[config.mk]
export PLATFORM = sky130hd
export DESIGN_NAME = deque_with_search_delete
export DESIGN_NICKNAME = d
export VERILOG_FILES = /design/src/rtl/core/deq_pkg.sv /design/src/rtl/core/deq_ram.sv /design/src/rtl/core/deq_ctrl.sv /design/src/rtl/core/deque_with_search_delete.sv
export SDC_FILE = /design/constraint.sdc
export NUM_CORES = 1
export LEC_CHECK = 0
export BUFFER_PORTS_ARGS = -buffer_cell sky130_fd_sc_hd__buf_2
export CAP_MARGIN = 20
export CORE_UTILIZATION = 55
export DETAILED_ROUTE_END_ITERATION = 16
export MAX_ROUTING_LAYER = met4
export PLACE_DENSITY = 0.72
export SYNTH_ARGS = -nofsm -noshare
export SYNTH_HDL_FRONTEND = slang
export SYNTH_SLANG_ARGS = --single-unit
[constraint.sdc]
create_clock -name clk -period 4.6 [get_ports clk]
set_input_delay 0.92 -clock clk [delete_from_list [all_inputs] [get_ports clk]]
set_output_delay 0.92 -clock clk [all_outputs]
set_load 0.1 [all_outputs]
[src/rtl/core/deq_pkg.sv]
// ----------------------------------------------------------------------------
// deq_pkg: shared types and constants for the deque block
// Item layouts of both channels, operation codes and default sizes.
// ----------------------------------------------------------------------------
package deq_pkg;

    localparam int DEPTH_DEF      = 16;
    localparam int DATA_WIDTH_DEF = 32;

    localparam int KIND_W  = 3;
    localparam int VALUE_W = 32;
    localparam int COUNT_W = 5;

    // Operation codes carried in the kind field.
    localparam logic [KIND_W-1:0] KIND_PUSH_FRONT = 3'd0;
    localparam logic [KIND_W-1:0] KIND_PUSH_BACK  = 3'd1;
    localparam logic [KIND_W-1:0] KIND_POP_FRONT  = 3'd2;
    localparam logic [KIND_W-1:0] KIND_POP_BACK   = 3'd3;
    localparam logic [KIND_W-1:0] KIND_DELETE     = 3'd4;
    localparam logic [KIND_W-1:0] KIND_SEARCH     = 3'd5;

    typedef struct packed {
        logic [KIND_W-1:0]  kind;
        logic [VALUE_W-1:0] value;
    } in_item_t;

    typedef struct packed {
        logic [VALUE_W-1:0] popped_value;
        logic               success;
        logic               now_empty;
        logic [COUNT_W-1:0] entry_count;
    } out_item_t;

endpackage

[src/rtl/core/deq_ram.sv]
// ----------------------------------------------------------------------------
// deq_ram: entry storage
// One write port and one read port with registered read data.
// ----------------------------------------------------------------------------
module deq_ram #(
    parameter int DEPTH      = 16,
    parameter int DATA_WIDTH = 32
) (
    input  logic                     clk,
    input  logic                     we,
    input  logic [$clog2(DEPTH)-1:0] waddr,
    input  logic [DATA_WIDTH-1:0]    wdata,
    input  logic [$clog2(DEPTH)-1:0] raddr,
    output logic [DATA_WIDTH-1:0]    rdata
);

    logic [DATA_WIDTH-1:0] mem [DEPTH];

    always_ff @(posedge clk)
    begin
        if (we)
        begin
            mem[waddr] <= wdata;
        end
    end

    always_ff @(posedge clk)
    begin
        rdata <= mem[raddr];
    end

endmodule

[src/rtl/core/deq_ctrl.sv]
// ----------------------------------------------------------------------------
// deq_ctrl: operation sequencer
// Keeps the ring pointers and steps one shared compare unit and the entry
// memory through pushes, pops, scans and the gap-closing shift of a delete.
// ----------------------------------------------------------------------------
module deq_ctrl #(
    parameter int DEPTH      = 16,
    parameter int DATA_WIDTH = 32
) (
    input  logic                     clk,
    input  logic                     rst_n,
    input  logic                     start,
    input  deq_pkg::in_item_t        cmd,
    output logic                     idle,
    output logic                     res_valid,
    input  logic                     res_ack,
    output deq_pkg::out_item_t       res,
    output logic                     ram_we,
    output logic [$clog2(DEPTH)-1:0] ram_waddr,
    output logic [DATA_WIDTH-1:0]    ram_wdata,
    output logic [$clog2(DEPTH)-1:0] ram_raddr,
    input  logic [DATA_WIDTH-1:0]    ram_rdata
);

    import deq_pkg::*;

    localparam int AW = $clog2(DEPTH);
    localparam int CW = $clog2(DEPTH + 1);

    typedef enum logic [2:0] {
        ST_IDLE,
        ST_EXEC,
        ST_POPW,
        ST_SCAN,
        ST_SHIFT,
        ST_DONE
    } state_t;

    state_t                state_reg, state_next;
    logic [KIND_W-1:0]     op_reg, op_next;
    logic [DATA_WIDTH-1:0] word_reg, word_next;
    logic [AW-1:0]         head_reg, head_next;
    logic [CW-1:0]         count_reg, count_next;
    logic [CW-1:0]         scan_reg, scan_next;
    logic                  cmp_vld_reg, cmp_vld_next;
    logic [AW-1:0]         cmp_idx_reg, cmp_idx_next;
    logic [CW-1:0]         sh_rd_reg, sh_rd_next;
    logic                  sh_wv_reg, sh_wv_next;
    logic [AW-1:0]         sh_wr_reg, sh_wr_next;
    logic                  ok_reg, ok_next;
    logic [DATA_WIDTH-1:0] popped_reg, popped_next;

    logic [AW-1:0] scan_idx;
    logic [AW-1:0] last_idx;
    logic          scan_issue;
    logic          sh_issue;
    logic          hit;

    // Logical position (0 is the front) to physical ring address.
    function automatic logic [AW-1:0] phys(input logic [AW-1:0] head,
                                           input logic [AW-1:0] idx);
        logic [AW:0] sum;
        sum = {1'b0, head} + {1'b0, idx};
        if (sum >= (AW + 1)'(DEPTH))
        begin
            sum = sum - (AW + 1)'(DEPTH);
        end
        return sum[AW-1:0];
    endfunction

    function automatic logic [AW-1:0] ring_inc(input logic [AW-1:0] p);
        return (p == AW'(DEPTH - 1)) ? '0 : p + AW'(1);
    endfunction

    function automatic logic [AW-1:0] ring_dec(input logic [AW-1:0] p);
        return (p == '0) ? AW'(DEPTH - 1) : p - AW'(1);
    endfunction

    // Scan order is front, back, then the middle from front to back, so the
    // first hit is exactly the entry a delete has to remove.
    assign last_idx   = AW'(count_reg - CW'(1));
    assign scan_idx   = (scan_reg == '0) ? '0 :
                        (scan_reg == CW'(1)) ? last_idx : AW'(scan_reg - CW'(1));
    assign scan_issue = (scan_reg < count_reg);
    assign sh_issue   = (sh_rd_reg < count_reg);
    assign hit        = cmp_vld_reg && (ram_rdata == word_reg);

    always_comb
    begin
        state_next   = state_reg;
        op_next      = op_reg;
        word_next    = word_reg;
        head_next    = head_reg;
        count_next   = count_reg;
        scan_next    = scan_reg;
        cmp_vld_next = 1'b0;
        cmp_idx_next = cmp_idx_reg;
        sh_rd_next   = sh_rd_reg;
        sh_wv_next   = 1'b0;
        sh_wr_next   = sh_wr_reg;
        ok_next      = ok_reg;
        popped_next  = popped_reg;
        ram_we       = 1'b0;
        ram_waddr    = phys(head_reg, sh_wr_reg);
        ram_wdata    = ram_rdata;
        ram_raddr    = phys(head_reg, scan_idx);

        case (state_reg)
            ST_IDLE:
            begin
                if (start)
                begin
                    op_next     = cmd.kind;
                    word_next   = DATA_WIDTH'(cmd.value);
                    ok_next     = 1'b0;
                    popped_next = '0;
                    scan_next   = '0;
                    state_next  = ST_EXEC;
                end
            end

            ST_EXEC:
            begin
                state_next = ST_DONE;
                case (op_reg)
                    KIND_PUSH_FRONT:
                    begin
                        if (count_reg < CW'(DEPTH))
                        begin
                            ram_we     = 1'b1;
                            ram_waddr  = ring_dec(head_reg);
                            ram_wdata  = word_reg;
                            head_next  = ring_dec(head_reg);
                            count_next = count_reg + CW'(1);
                            ok_next    = 1'b1;
                        end
                    end
                    KIND_PUSH_BACK:
                    begin
                        if (count_reg < CW'(DEPTH))
                        begin
                            ram_we     = 1'b1;
                            ram_waddr  = phys(head_reg, AW'(count_reg));
                            ram_wdata  = word_reg;
                            count_next = count_reg + CW'(1);
                            ok_next    = 1'b1;
                        end
                    end
                    KIND_POP_FRONT:
                    begin
                        ram_raddr = head_reg;
                        if (count_reg != '0)
                        begin
                            state_next = ST_POPW;
                        end
                    end
                    KIND_POP_BACK:
                    begin
                        ram_raddr = phys(head_reg, last_idx);
                        if (count_reg != '0)
                        begin
                            state_next = ST_POPW;
                        end
                    end
                    KIND_DELETE, KIND_SEARCH:
                    begin
                        state_next = ST_SCAN;
                    end
                    default:
                    begin
                        state_next = ST_DONE;
                    end
                endcase
            end

            ST_POPW:
            begin
                popped_next = ram_rdata;
                ok_next     = 1'b1;
                count_next  = count_reg - CW'(1);
                if (op_reg == KIND_POP_FRONT)
                begin
                    head_next = ring_inc(head_reg);
                end
                state_next = ST_DONE;
            end

            ST_SCAN:
            begin
                // Read one entry per cycle; compare the one read last cycle.
                if (scan_issue)
                begin
                    scan_next    = scan_reg + CW'(1);
                    cmp_vld_next = 1'b1;
                    cmp_idx_next = scan_idx;
                end
                if (hit)
                begin
                    ok_next      = 1'b1;
                    cmp_vld_next = 1'b0;
                    if (op_reg != KIND_DELETE)
                    begin
                        state_next = ST_DONE;
                    end
                    else if (cmp_idx_reg == '0)
                    begin
                        head_next  = ring_inc(head_reg);
                        count_next = count_reg - CW'(1);
                        state_next = ST_DONE;
                    end
                    else if (cmp_idx_reg == last_idx)
                    begin
                        count_next = count_reg - CW'(1);
                        state_next = ST_DONE;
                    end
                    else
                    begin
                        sh_rd_next = CW'(cmp_idx_reg) + CW'(1);
                        state_next = ST_SHIFT;
                    end
                end
                else if (!scan_issue && !cmp_vld_reg)
                begin
                    state_next = ST_DONE;
                end
            end

            ST_SHIFT:
            begin
                // Move each later entry one place toward the front.
                ram_raddr = phys(head_reg, AW'(sh_rd_reg));
                if (sh_wv_reg)
                begin
                    ram_we = 1'b1;
                end
                if (sh_issue)
                begin
                    sh_rd_next = sh_rd_reg + CW'(1);
                    sh_wv_next = 1'b1;
                    sh_wr_next = AW'(sh_rd_reg - CW'(1));
                end
                else
                begin
                    count_next = count_reg - CW'(1);
                    state_next = ST_DONE;
                end
            end

            ST_DONE:
            begin
                if (res_ack)
                begin
                    state_next = ST_IDLE;
                end
            end

            default:
            begin
                state_next = ST_IDLE;
            end
        endcase
    end

    always_ff @(posedge clk or negedge rst_n)
    begin
        if (!rst_n)
        begin
            state_reg   <= ST_IDLE;
            head_reg    <= '0;
            count_reg   <= '0;
            cmp_vld_reg <= 1'b0;
            sh_wv_reg   <= 1'b0;
        end
        else
        begin
            state_reg   <= state_next;
            head_reg    <= head_next;
            count_reg   <= count_next;
            cmp_vld_reg <= cmp_vld_next;
            sh_wv_reg   <= sh_wv_next;
        end
    end

    always_ff @(posedge clk)
    begin
        op_reg      <= op_next;
        word_reg    <= word_next;
        scan_reg    <= scan_next;
        cmp_idx_reg <= cmp_idx_next;
        sh_rd_reg   <= sh_rd_next;
        sh_wr_reg   <= sh_wr_next;
        ok_reg      <= ok_next;
        popped_reg  <= popped_next;
    end

    assign idle             = (state_reg == ST_IDLE);
    assign res_valid        = (state_reg == ST_DONE);
    assign res.popped_value = VALUE_W'(popped_reg);
    assign res.success      = ok_reg;
    assign res.now_empty    = (count_reg == '0);
    assign res.entry_count  = COUNT_W'(count_reg);

    a_count_bound: assert property (@(posedge clk) disable iff (!rst_n)
        count_reg <= CW'(DEPTH))
        else $error("entry count exceeds depth");

    a_idle_holds_count: assert property (@(posedge clk) disable iff (!rst_n)
        (state_reg == ST_IDLE) |=> $stable(count_reg) && $stable(head_reg))
        else $error("pointers moved while idle");

    a_ack_to_idle: assert property (@(posedge clk) disable iff (!rst_n)
        (res_valid && res_ack) |=> idle)
        else $error("sequencer did not return to idle after result");

    a_write_states: assert property (@(posedge clk) disable iff (!rst_n)
        ram_we |-> (state_reg == ST_EXEC || state_reg == ST_SHIFT))
        else $error("memory write outside push or shift");

    a_count_step: assert property (@(posedge clk) disable iff (!rst_n)
        !$stable(count_reg) |-> ($past(state_reg) == ST_EXEC ||
                                 $past(state_reg) == ST_POPW ||
                                 $past(state_reg) == ST_SCAN ||
                                 $past(state_reg) == ST_SHIFT))
        else $error("count changed outside an operation");

endmodule

[src/rtl/core/deque_with_search_delete.sv]
// ----------------------------------------------------------------------------
// deque_with_search_delete: bounded deque with search and delete by value
// Holds up to DEPTH words in order and runs one operation per input item.
// ----------------------------------------------------------------------------
// Usage: an input item (kind, value) is taken when in_valid is high and
// in_stall is low. Every item yields exactly one output item on the out
// channel, taken when out_valid is high and out_stall is low.
// Items are handled one at a time: in_stall stays high from acceptance until
// the sequencer has handed its result to the output register. A push or an
// unused kind finishes in the execute state, a pop waits for its read data,
// a search scans up to count entries, and a delete that closes a gap in the
// middle also shifts each later entry. in_stall falls as the result is loaded
// into the output register, so the next item can be taken while it is shown.
// The scan and the shift both go through the single read port of the entry
// memory, one entry per cycle, so that port sets the speed of search and
// delete. The output register lets the next item be accepted while a result
// waits. When out_stall holds, the result stays put and the next finished
// result waits inside the sequencer, so nothing is lost or repeated.
// Reset empties the deque at once (head and count cleared); entry storage is
// not cleared, since no entry is read before a push has written it.
// ----------------------------------------------------------------------------
module deque_with_search_delete #(
    parameter int DEPTH      = deq_pkg::DEPTH_DEF,
    parameter int DATA_WIDTH = deq_pkg::DATA_WIDTH_DEF
) (
    input  logic               clk,
    input  logic               rst_n,
    input  logic               in_valid,
    output logic               in_stall,
    input  deq_pkg::in_item_t  in_item,
    output logic               out_valid,
    input  logic               out_stall,
    output deq_pkg::out_item_t out_item
);

    import deq_pkg::*;

    localparam int AW = $clog2(DEPTH);

    logic                  seq_idle;
    logic                  res_valid;
    logic                  res_ack;
    out_item_t             res;
    logic                  ram_we;
    logic [AW-1:0]         ram_waddr;
    logic [DATA_WIDTH-1:0] ram_wdata;
    logic [AW-1:0]         ram_raddr;
    logic [DATA_WIDTH-1:0] ram_rdata;

    logic      out_valid_reg, out_valid_next;
    out_item_t out_item_reg, out_item_next;

    // A new item is taken only while the sequencer is idle.
    assign in_stall = !seq_idle;

    deq_ctrl #(
        .DEPTH      (DEPTH),
        .DATA_WIDTH (DATA_WIDTH)
    ) u_ctrl (
        .clk       (clk),
        .rst_n     (rst_n),
        .start     (in_valid && seq_idle),
        .cmd       (in_item),
        .idle      (seq_idle),
        .res_valid (res_valid),
        .res_ack   (res_ack),
        .res       (res),
        .ram_we    (ram_we),
        .ram_waddr (ram_waddr),
        .ram_wdata (ram_wdata),
        .ram_raddr (ram_raddr),
        .ram_rdata (ram_rdata)
    );

    deq_ram #(
        .DEPTH      (DEPTH),
        .DATA_WIDTH (DATA_WIDTH)
    ) u_ram (
        .clk   (clk),
        .we    (ram_we),
        .waddr (ram_waddr),
        .wdata (ram_wdata),
        .raddr (ram_raddr),
        .rdata (ram_rdata)
    );

    // The output register loads whenever it is empty or being emptied.
    assign res_ack = res_valid && (!out_valid_reg || !out_stall);

    always_comb
    begin
        out_valid_next = out_valid_reg;
        out_item_next  = out_item_reg;
        if (res_ack)
        begin
            out_valid_next = 1'b1;
            out_item_next  = res;
        end
        else if (!out_stall)
        begin
            out_valid_next = 1'b0;
        end
    end

    always_ff @(posedge clk or negedge rst_n)
    begin
        if (!rst_n)
        begin
            out_valid_reg <= 1'b0;
        end
        else
        begin
            out_valid_reg <= out_valid_next;
        end
    end

    always_ff @(posedge clk)
    begin
        out_item_reg <= out_item_next;
    end

    assign out_valid = out_valid_reg;
    assign out_item  = out_item_reg;

endmodule
# Yosys cells after proc, flatten, opt, wreduce, memory -nomap -nowiden
# Memories as Yosys holds them, arrays and structs flattened. A register that Yosys moved wholly into a read port is not among the register bits.
# Index checks and enable logic that the tools add are counted.
[op_classes] add_sub_neg=19 order_cmp=8 eq_ne=32 mux=73 reduce_logical=36
[ops] cell="$mux W32" n=4
[ops] cell="$mux W4" n=18
[ops] cell="$mux W5" n=14
[ops] cell="$pmux W32 S2" n=1
[ops] cell="$eq A32 B32 Y1" n=1
[ops] cell="$sub A4 B1 Y4 const B" n=8
[ops] cell="$add A4 B4 Y5" n=5
[ops] cell="$ge A5 B5 Y1 const B" n=5
[ops] cell="$mux W3" n=8
[ops] cell="$pmux W4 S2" n=3
[ops] cell="$pmux W5 S2" n=2
[ops] cell="$pmux W5 S4" n=1
[ops] cell="$ne A2 B1 Y1 const B" n=9
[ops] cell="$pmux W3 S6" n=1
[ops] cell="$mux W1" n=17
[ops] cell="$add A5 B1 Y5 const B" n=3
[ops] cell="$reduce_and A7 Y1" n=2
[ops] cell="$eq A3 B2 Y1 const B" n=4
[ops] cell="$eq A3 B3 Y1 const B" n=4
[ops] cell="$ne A2 B2 Y1 const B" n=6
[ops] cell="$pmux W4 S3" n=1
[ops] cell="$logic_not A5 Y1" n=2
[ops] cell="$lt A5 B5 Y1" n=2
[ops] cell="$logic_not A4 Y1" n=2
[ops] cell="27 further kinds" n=45
[totals] regBits=140 ramBits=512 output_inout_bits=41 n_memories=1
[memory_table] memory="u_ram.mem" words=16 word_bits=32 rd=1 rd_clocked_by_memory_dff=1 write_ports=1 line="deq_ram.sv:17" rtl="logic [DATA_WIDTH-1:0] mem [DEPTH];"

# Logic depth before layout (Yosys ltp)
# Gate-level depths: netlist of the first run.
[logic_depth] word_depth=8 depth_mapped=16 mapped_depth_nobuf=14

# Cells and area by module
# Synthesis of the first run repeated with hierarchy kept, for this count alone.
[unflattened] hier_cells=1404 area_unflattened_um2=27191.1
[modules_own_cells] mod="deq_ram" n_inst=1 cells_each=838 area_per_inst_um2=19835.3 seq_area_each_um2=16015.4
[modules_own_cells] mod="deq_ctrl" n_inst=1 cells_each=522 area_per_inst_um2=6130.9 seq_area_each_um2=2932.8
[modules_own_cells] mod="deque_with_search_delete" n_inst=1 cells_each=44 area_per_inst_um2=1224.9 seq_area_each_um2=1196.1

# Worst setup path after synthesis of the first run
# Ideal clock, no wire load.
[synth_path] kind="register -> register" startpoint="reg u_ctrl.head_reg[1]" endpoint="mem u_ram.mem[6][0], enable pin" setup_ns=0.421 arrival_ns=3.401 path_slack_ns=0.778 stages_incl_launch_ff=11 cell_sequence="dfrtp_1 -> clkbuf_1 -> inv_1 -> ha_1 -> xor2_1 -> nor2_1 -> a2111oi_0 -> nor2_1 -> a21oi_1 -> nand2_1 -> nor2_1"
[synth_via] elab_chain_cells=6
[synth_rtl] item="start: declaration" line="deq_ctrl.sv:42" rtl="logic [AW-1:0] head_reg, head_next;"
[synth_rtl] item="start signal: assignment" line="deq_ctrl.sv:277" rtl="head_reg <= head_next;"
[synth_rtl] item="$add A4 B4 Y5" line="deq_ctrl.sv:63" rtl="sum = {1'b0, head} + {1'b0, idx};"
[synth_rtl] item="$sub A4 B1 Y4 / $ge A5 B5 Y1 (equally long branches)" line="deq_ctrl.sv:66, deq_ctrl.sv:64"
[synth_rtl] item="$mux W4" line="deq_ctrl.sv:64" rtl="if (sum >= (AW + 1)'(DEPTH))"
[synth_rtl] item="$mux W4, on equally long branches" line="deq_ctrl.sv:140, deq_ctrl.sv:128"
[synth_rtl] item="$pmux W4 S2" line="deq_ctrl.sv:125" rtl="case (op_reg)"
[synth_rtl] item="$mux W4 (*)" line="deq_ctrl.sv:108" rtl="case (state_reg)"
[synth_rtl] item="end: declaration" line="deq_ram.sv:17"
# Every way passes the cells marked *; elsewhere a longest branch is shown, timed or not.

# Worst setup path after layout of the first run
[layout_path] startpoint="reg u_ctrl.scan_reg[1]" endpoint="reg u_ram.rdata[0], read port of u_ram.mem"
[layout_via] elab_chain_cells=8
[layout_rtl] item="start: declaration" line="deq_ctrl.sv:44" rtl="logic [CW-1:0] scan_reg, scan_next;"
[layout_rtl] item="start signal: assignment" line="deq_ctrl.sv:288" rtl="scan_reg <= scan_next;"
[layout_rtl] item="$eq A5 B1 Y1" line="deq_ctrl.sv:83" rtl="(scan_reg == CW'(1)) ? last_idx : AW'(scan_reg - CW'(1));"
[layout_rtl] item="$mux W4" line="deq_ctrl.sv:83"
[layout_rtl] item="$mux W4 (*)" line="deq_ctrl.sv:82" rtl="assign scan_idx = (scan_reg == '0) ? '0 :"
[layout_rtl] item="named net u_ctrl.scan_idx[0]" line="deq_ctrl.sv:53" rtl="logic [AW-1:0] scan_idx;"
[layout_rtl] item="$add A4 B4 Y5 (*)" line="deq_ctrl.sv:63"
[layout_rtl] item="$sub A4 B1 Y4 / $ge A5 B5 Y1 (equally long branches)" line="deq_ctrl.sv:66, deq_ctrl.sv:64"
[layout_rtl] item="$mux W4 (*)" line="deq_ctrl.sv:64"
[layout_rtl] item="$pmux W4 S2" line="deq_ctrl.sv:125"
[layout_rtl] item="$pmux W4 S2 (*)" line="deq_ctrl.sv:108"
[layout_rtl] item="end: declaration" line="deq_ram.sv:14" rtl="output logic [DATA_WIDTH-1:0] rdata"
# Mark *: on every way through the listed nets, which the timed path passes. The rest lies on a longest branch.
# A chain may end at the register's enable or synchronous reset.

==> results.sh, run 1 <==
export IMPL_crit_reg2reg_launch="u_ctrl.scan_reg[1]"
export IMPL_worst_ep_arrival_time_ns=4.67
export IMPL_cts_hold_fix_buffers=0
export IMPL_clk_insertion_delay_late_ns=0.62
export IMPL_ys_warn_count=0
export IMPL_synth_largest_area_cell="edfxtp_1"
export IMPL_grt_use_total_pct=27.1
export IMPL_io_buffers=79
export IMPL_setup_viol=0
export IMPL_post_synth_num_cell_types=73
export IMPL_report_final_slew_viol_count=0
export IMPL_synthesis_area_per_instance_um2=14.8
export IMPL_syn_to_final_growth_pct=13.9
export IMPL_antenna_violations_before_repair=0
export IMPL_fin_crit_sh_pct=90.9
export IMPL_cp_top_family="compound AO/OA/AOI/OAI gates"
export IMPL_h_tree_level_count=3
export IMPL_max_cap_violations=0
export IMPL_use_met2_pct=41.6
export IMPL_slew_headroom_pct=33.4
export IMPL_synth_seq_cells=684
export IMPL_netlist_instances=1901
export IMPL_synth_enable_flop_cells=637
export IMPL_clock_path_buffers=3
export IMPL_tritoncts="done"
export IMPL_cts_setup_buffers=0
export IMPL_chipHeight_um=228
export IMPL_finalWeightedCongestion=0.931
export IMPL_synth_seq_area_share_pct=71.8
export IMPL_nets=2083
export IMPL_period_needed_ns=4.18
export IMPL_yosys_most_used_dff="edfxtp_1"
export IMPL_detailedRoute_firstPassIterationCount=6
export IMPL_design_portCount=80
export IMPL_cts_resized=0
export IMPL_cp_end_kind="flop"
export IMPL_worstHoldPathType="primary input to async pin"
export IMPL_worst_path_max_delay_cell="edfxtp_1"
export IMPL_final_hold_viol_count=0
export IMPL_outcome="completed"
export IMPL_nFillCells=3565
export IMPL_r2r_cells=17
export IMPL_clkTransAtPathRegs_ns=0.06
export IMPL_num_antenna_cells=0
export IMPL_hold_ws_ns=0.239
export IMPL_dp_cells=2603
export IMPL_die_area_um2=51900
export IMPL_clock_skew_final_ns=0.0205
export IMPL_antenna_left=0
export IMPL_detail_route_wl_per_cell_um=24.7
export IMPL_top_usage_layer="met2"
export IMPL_mappedNetlistNets=1978
export IMPL_grt_overflow=0
export IMPL_most_area_consuming_cells_after_synthesis="edfxtp_1 (68%), mux2i_1 (6.0%), nand2_1 (3.9%)"
export IMPL_floorplan_die_width_um=228
export IMPL_critPathLaunchType="flop"
export IMPL_crit_type="flop to flop"
export IMPL_rows=82
export IMPL_timing_setup_tns_ns=0
export IMPL_dp_hpwl_um=37400
export IMPL_yosysMostFrequentCell="edfxtp_1"
export IMPL_grt_start_max_net_pins=65
export IMPL_rsz_0062_raised_after_global_routing="no"
export IMPL_path_buf_inv=4
export IMPL_avgViaCountPerCell=6.08
export IMPL_remaining_drc_errors=0
export IMPL_groute_layer_met1_usage_pct=36.2
export IMPL_netlist_top_cells_count="edfxtp_1 (637), nand2_1 (288), mux2i_1 (167)"
export IMPL_area_of_the_mapped_netlist_um2=28100
export IMPL_initial_core_util_pct=55.8
export IMPL_end_of_the_worst_register_to_register_path="u_ram.rdata[0]"
export IMPL_cts_sink_count=684
export IMPL_cp_slowest_stage_delay_ns=0.48
export IMPL_grt_first_pass_wirelength_um=101000
export IMPL_grtUsageMet3_pct=4.60
export IMPL_cts_inserted_buffers=70
export IMPL_ctsRootBufferMaster="clkbuf_16"
export IMPL_design_core_area_um2=50300
export IMPL_critPathRequiredTime_ns=5.09
export IMPL_worstPathMaxFanout=46
export IMPL_num_vias=16622
export IMPL_rrSetupSlack_ns=0.42
export IMPL_first_global_vias=16444
export IMPL_maxClockFrequency_mhz=239
export IMPL_worst_slew_pin_slew_ns=0.999
export IMPL_final_layout_size_suffix_gt1_share_pct=15.0
export IMPL_largest_reg_flops=512
export IMPL_final_cell_count_no_fill=2732
export IMPL_finalWirelength_um=67600
export IMPL_crit_chain="inv_1 > ha_1 > nor4b_4 > buf_4 > nor2_1 > a221oi_1 > ha_1 > fa_1 > xor2_1 > o21ai_0 > o211ai_4 > buf_12 > buf_12 > mux2i_1 > o22ai_1 > a31oi_1 > mux2i_1"
export IMPL_fraction_of_synthesized_cell_area_taken_by_the_top_area_cell_type_pct=68.2
export IMPL_drt_first_iter_violations=1877
export IMPL_synth_async_sr_flop_share_pct=2.19
==> cell usage in the layout, fill, tap and decap left out, types with 9 or more instances in the layout <==
master     synthesis  routed
a31oi_1           67      67
dfrtp_1           15      15
dfxtp_1           32      32
mux2i_1          167     167
clkbuf_1          42      21
o21ai_0           12      11
mux2_2            35      35
buf_2             23      79
nor2_1            47      30
nand3_1          139     139
xnor2_1           27      27
nor4_1             9       9
clkbuf_16          0      71
edfxtp_1         637     637
nand2_1          288     287
buf_12             0      28
clkinv_1           0      10
nor2_4             1      17
ha_1              33      33
nor3_1            10      10
inv_1             26      25
and2_1            33      33
o22ai_1           66      66
buf_4             10      30
a21o_1            13      13
a21oi_1           21      20
xor2_1            39      39
==> logic make-up after synthesis <==
kind of cell,Yosys count,share of synthesized area [%]
xor+xnor,67,2.14
simple gates,561,9.07
compound gates,219,5.30
flops,684,71.8
buf+inv,130,2.48
fa+ha+maj,38,1.83
mux,202,7.36
==> worst reg2reg max path: cells and delay by family, from the launching register on <==
family | cells | cell delay (ns)
AND/OR/NAND/NOR | 2 | 0.23
adder cells (fa/ha/maj) | 3 | 0.62
AO/OA/AOI/OAI | 5 | 1.15
multiplexers | 2 | 0.37
flip-flops | 1 | 0.48
XOR/XNOR | 1 | 0.26
buffers and inverters | 4 | 0.96
==> per-stage QoR <==
| step | area, µm² | utilization, % | setup slack [ns] |
|---|---|---|---|
| 3_3_place_gp | 29600 | 58.8 | 0.642 |
| 5_1_grt | 32000 | 63.6 | 0.0633 |
| 6_report | 32000 | 63.6 | 0.419 |
| 2_1_floorplan | 28100 | - | 0.778 |
| 4_1_cts | 31900 | 63.5 | 0.341 |
| 3_5_place_dp | 29600 | 58.9 | 0.434 |
==> how the worst max path moves through the flow <==
stage                            start               to  slack (ns)  depth (start not counted)
finish              u_ctrl.scan_reg[1]   u_ram.rdata[0]        0.42                         17
global route        u_ctrl.scan_reg[1]  u_ram.rdata[31]        0.06                         17
global placement    u_ctrl.scan_reg[1]  u_ram.rdata[23]        0.64                         15
CTS                 u_ctrl.scan_reg[1]   u_ram.rdata[0]        0.34                         16
floorplan           u_ctrl.head_reg[1]  u_ram.mem[6][0]        0.78                         10
detailed placement  u_ctrl.scan_reg[1]   u_ram.rdata[0]        0.43                         16
==> layer usage <==
metal  up-vias  wire (µm)
met5         -          0
met4         0       2180
met3       140       5970
met1      8269      27500
li1       7353          -
met2       860      31900
==> final cells by class <==
class                   count  area, µm²  area share [%]
well taps                 672        841            2.63
clock buffers              99       1950            6.11
flip-flops and latches    684      20100            63.0
repair buffers            137       1180            3.70
multi-input cells        1087       7380            23.1
clock inverters            27        362            1.13
inverters                  26       97.6           0.305
Power of run 1 is not shown: default switching activity piles up to over one toggle a cycle in this logic, so the estimate is an artifact.
==> run 2, diff against run 1 <==
--- a/config.mk
+++ b/config.mk
@@ -5,12 +5,12 @@
 export SDC_FILE = /design/constraint.sdc
 export NUM_CORES = 1
 export LEC_CHECK = 0
-export BUFFER_PORTS_ARGS = -buffer_cell sky130_fd_sc_hd__buf_2
 export CAP_MARGIN = 20
 export CORE_UTILIZATION = 55
 export DETAILED_ROUTE_END_ITERATION = 16
+export DONT_BUFFER_PORTS = 1
 export MAX_ROUTING_LAYER = met4
-export PLACE_DENSITY = 0.72
+export PLACE_DENSITY = 0.7
 export SYNTH_ARGS = -nofsm -noshare
 export SYNTH_HDL_FRONTEND = slang
 export SYNTH_SLANG_ARGS = --single-unit
==> run 2 against run 1 <==
Clock skew fell by 0.0036 ns; global-route usage fell by 0.37 points; routed wire length fell by 1.5%; final cell count fell by 3.0%; first-iteration DRC count fell by 7.8%; worst hold slack improved by 0.16 ns; non-clock buffer count fell by 86; utilization fell by 0.90 points; via count fell by 3.2%; flip-flop and latch count did not move; sequential share of layout area rose by 0.91 points; critical path depth fell by 1; largest cell class unchanged; highest routed layer unchanged.
==> results.sh, run 2 (synthesis gave the netlist of run 1 again) <==
export IMPL_outcome="completed"
export IMPL_chipHeight_um=228
export IMPL_nets=1997
export IMPL_rrSetupSlack_ns=0.43
export IMPL_grt_use_total_pct=26.7
export IMPL_setup_viol=0
export IMPL_cp_slowest_stage_delay_ns=0.46
export IMPL_maxClockFrequency_mhz=240
export IMPL_timing_setup_tns_ns=0
export IMPL_finalWirelength_um=66600
export IMPL_clock_path_buffers=3
export IMPL_rsz_0062_raised_after_global_routing="no"
export IMPL_crit_type="flop to flop"
export IMPL_detailedRoute_firstPassIterationCount=6
export IMPL_period_needed_ns=4.17
export IMPL_cts_inserted_buffers=70
export IMPL_cp_top_family="compound AO/OA/AOI/OAI gates"
export IMPL_clkTransAtPathRegs_ns=0.06
export IMPL_slew_headroom_pct=31.0
export IMPL_max_cap_violations=0
export IMPL_io_buffers=0
export IMPL_h_tree_level_count=3
export IMPL_critPathLaunchType="flop"
export IMPL_num_antenna_cells=0
export IMPL_ctsRootBufferMaster="clkbuf_16"
export IMPL_avgViaCountPerCell=6.08
export IMPL_rows=82
export IMPL_mostFrequentLayoutCells="edfxtp_1 (637), nand2_1 (287), mux2i_1 (167), nand3_1 (139), clkbuf_16 (75)"
export IMPL_syn_to_final_growth_pct=12.3
export IMPL_final_layout_size_suffix_gt1_share_pct=11.5
export IMPL_drt_first_iter_violations=1731
export IMPL_cts_setup_buffers=0
export IMPL_path_buf_inv=3
export IMPL_worstHoldStart="in_item[20]"
export IMPL_setup_ws_ns=0.432
export IMPL_cp_end_kind="flop"
export IMPL_final_hold_viol_count=0
export IMPL_tritoncts="done"
export IMPL_report_final_slew_viol_count=0
export IMPL_fin_crit_sh_pct=90.6
export IMPL_end_of_the_worst_register_to_register_path="u_ram.rdata[16]"
export IMPL_worst_ep_arrival_time_ns=4.65
export IMPL_dp_hpwl_um=36000
export IMPL_grt_overflow=0
export IMPL_crit_chain="inv_1 > ha_1 > nor4b_4 > nor2_1 > a221oi_1 > ha_1 > fa_1 > xor2_1 > o21ai_0 > o211ai_4 > buf_12 > buf_12 > mux2i_1 > o22ai_1 > a31oi_1 > mux2i_1"
export IMPL_worst_path_max_delay_cell="edfxtp_1"
export IMPL_finalWeightedCongestion=0.891
export IMPL_design_portCount=80
export IMPL_floorplan_die_width_um=228
export IMPL_crit_reg2reg_launch="u_ctrl.scan_reg[1]"
export IMPL_die_area_um2=51900
export IMPL_most_frequent_standard_cell_in_the_layout_excluding_fill_and_tap_cells="edfxtp_1"
export IMPL_area_of_all_placed_cells_without_fillers_um2=31500
export IMPL_cell_depth_of_the_worst_min_delay_path=0
export IMPL_cts_sink_count=684
export IMPL_remaining_drc_errors=0
export IMPL_critPathRequiredTime_ns=5.08
export IMPL_worstPathMaxFanout=53
export IMPL_initial_core_util_pct=55.8
export IMPL_antenna_violations_before_repair=1
export IMPL_design_core_area_um2=50300
export IMPL_placement_setup_worst_slack_ns=0.497
export IMPL_grt_start_max_net_pins=129
export IMPL_worstHoldPathType="primary input to flop"
export IMPL_detailed_place_area_um2=29100
export IMPL_first_global_vias=15654
export IMPL_clock_skew_final_ns=0.0170
export IMPL_antenna_left=0
export IMPL_num_vias=16095
export IMPL_worst_slew_pin_slew_ns=1.01
export IMPL_detail_route_wl_per_cell_um=25.1
export IMPL_grt_first_pass_wirelength_um=99600
export IMPL_largest_reg_flops=512
export IMPL_hold_end="u_ctrl.word_reg[20]"
export IMPL_clk_insertion_delay_late_ns=0.61
export IMPL_r2r_cells=16
[run 2: cell count changes in the layout (fill, tap and decap cells not counted), sizes merged]
cell and delta:
buf -87, bufinv +1, clkbuf +1, clkinv +3, dlygate4sd3 +1, inv -2
[run 2: repair_timing]
action / in CTS / in global routing
resized for setup: 0 / 0
hold endpoints to repair: 15 / 0
hold buffers: 1 / 0
[run 2: routing by layer]
layer	part of all wire [%]	wire length [µm]	GRT usage, %
met5	0	0	-
met4	2.9	1960	9.18
met3	7.6	5050	3.79
met2	47	31300	40.9
met1	43	28300	36.8
[run 2: worst max-delay path by stage]
stage	startpoint	endpoint	slack, ns	cells past startpoint
after floorplan	u_ctrl.head_reg[1]	u_ram.mem[6][0]	0.78	10
after global placement	u_ctrl.count_reg[0]	u_ram.mem[4][18]	0.67	10
after detailed placement	u_ctrl.scan_reg[1]	u_ram.rdata[27]	0.50	16
after CTS	u_ctrl.scan_reg[1]	u_ram.rdata[16]	0.48	16
after global routing	u_ctrl.scan_reg[1]	u_ram.rdata[27]	0.14	16
final	u_ctrl.scan_reg[1]	u_ram.rdata[16]	0.43	16
[run 2: cell type report]
| class | instances | area [µm²] |
|---|---|---|
| Sequential cell | 684 | 20100 |
| Fill cell | 3646 | 18800 |
| Multi-Input combinational cell | 1087 | 7380 |
| Clock buffer | 100 | 2020 |
| Tap cell | 672 | 841 |
| Timing Repair Buffer | 51 | 661 |
| Clock inverter | 29 | 359 |
| Inverter | 26 | 97.6 |
[run 2: stage by stage]
stage | util, % | instances | hold slack (ns)
6_report | 62.7 | 2649 | 0.401
5_1_grt | 62.7 | 2649 | 0.384
4_1_cts | 62.7 | 2649 | 0.380
3_5_place_dp | 57.9 | 2519 | 0.405
3_3_place_gp | 57.9 | 2519 | 0.400
2_1_floorplan | - | 1901 | 0.400
Power of run 2 is left out for the same reason.
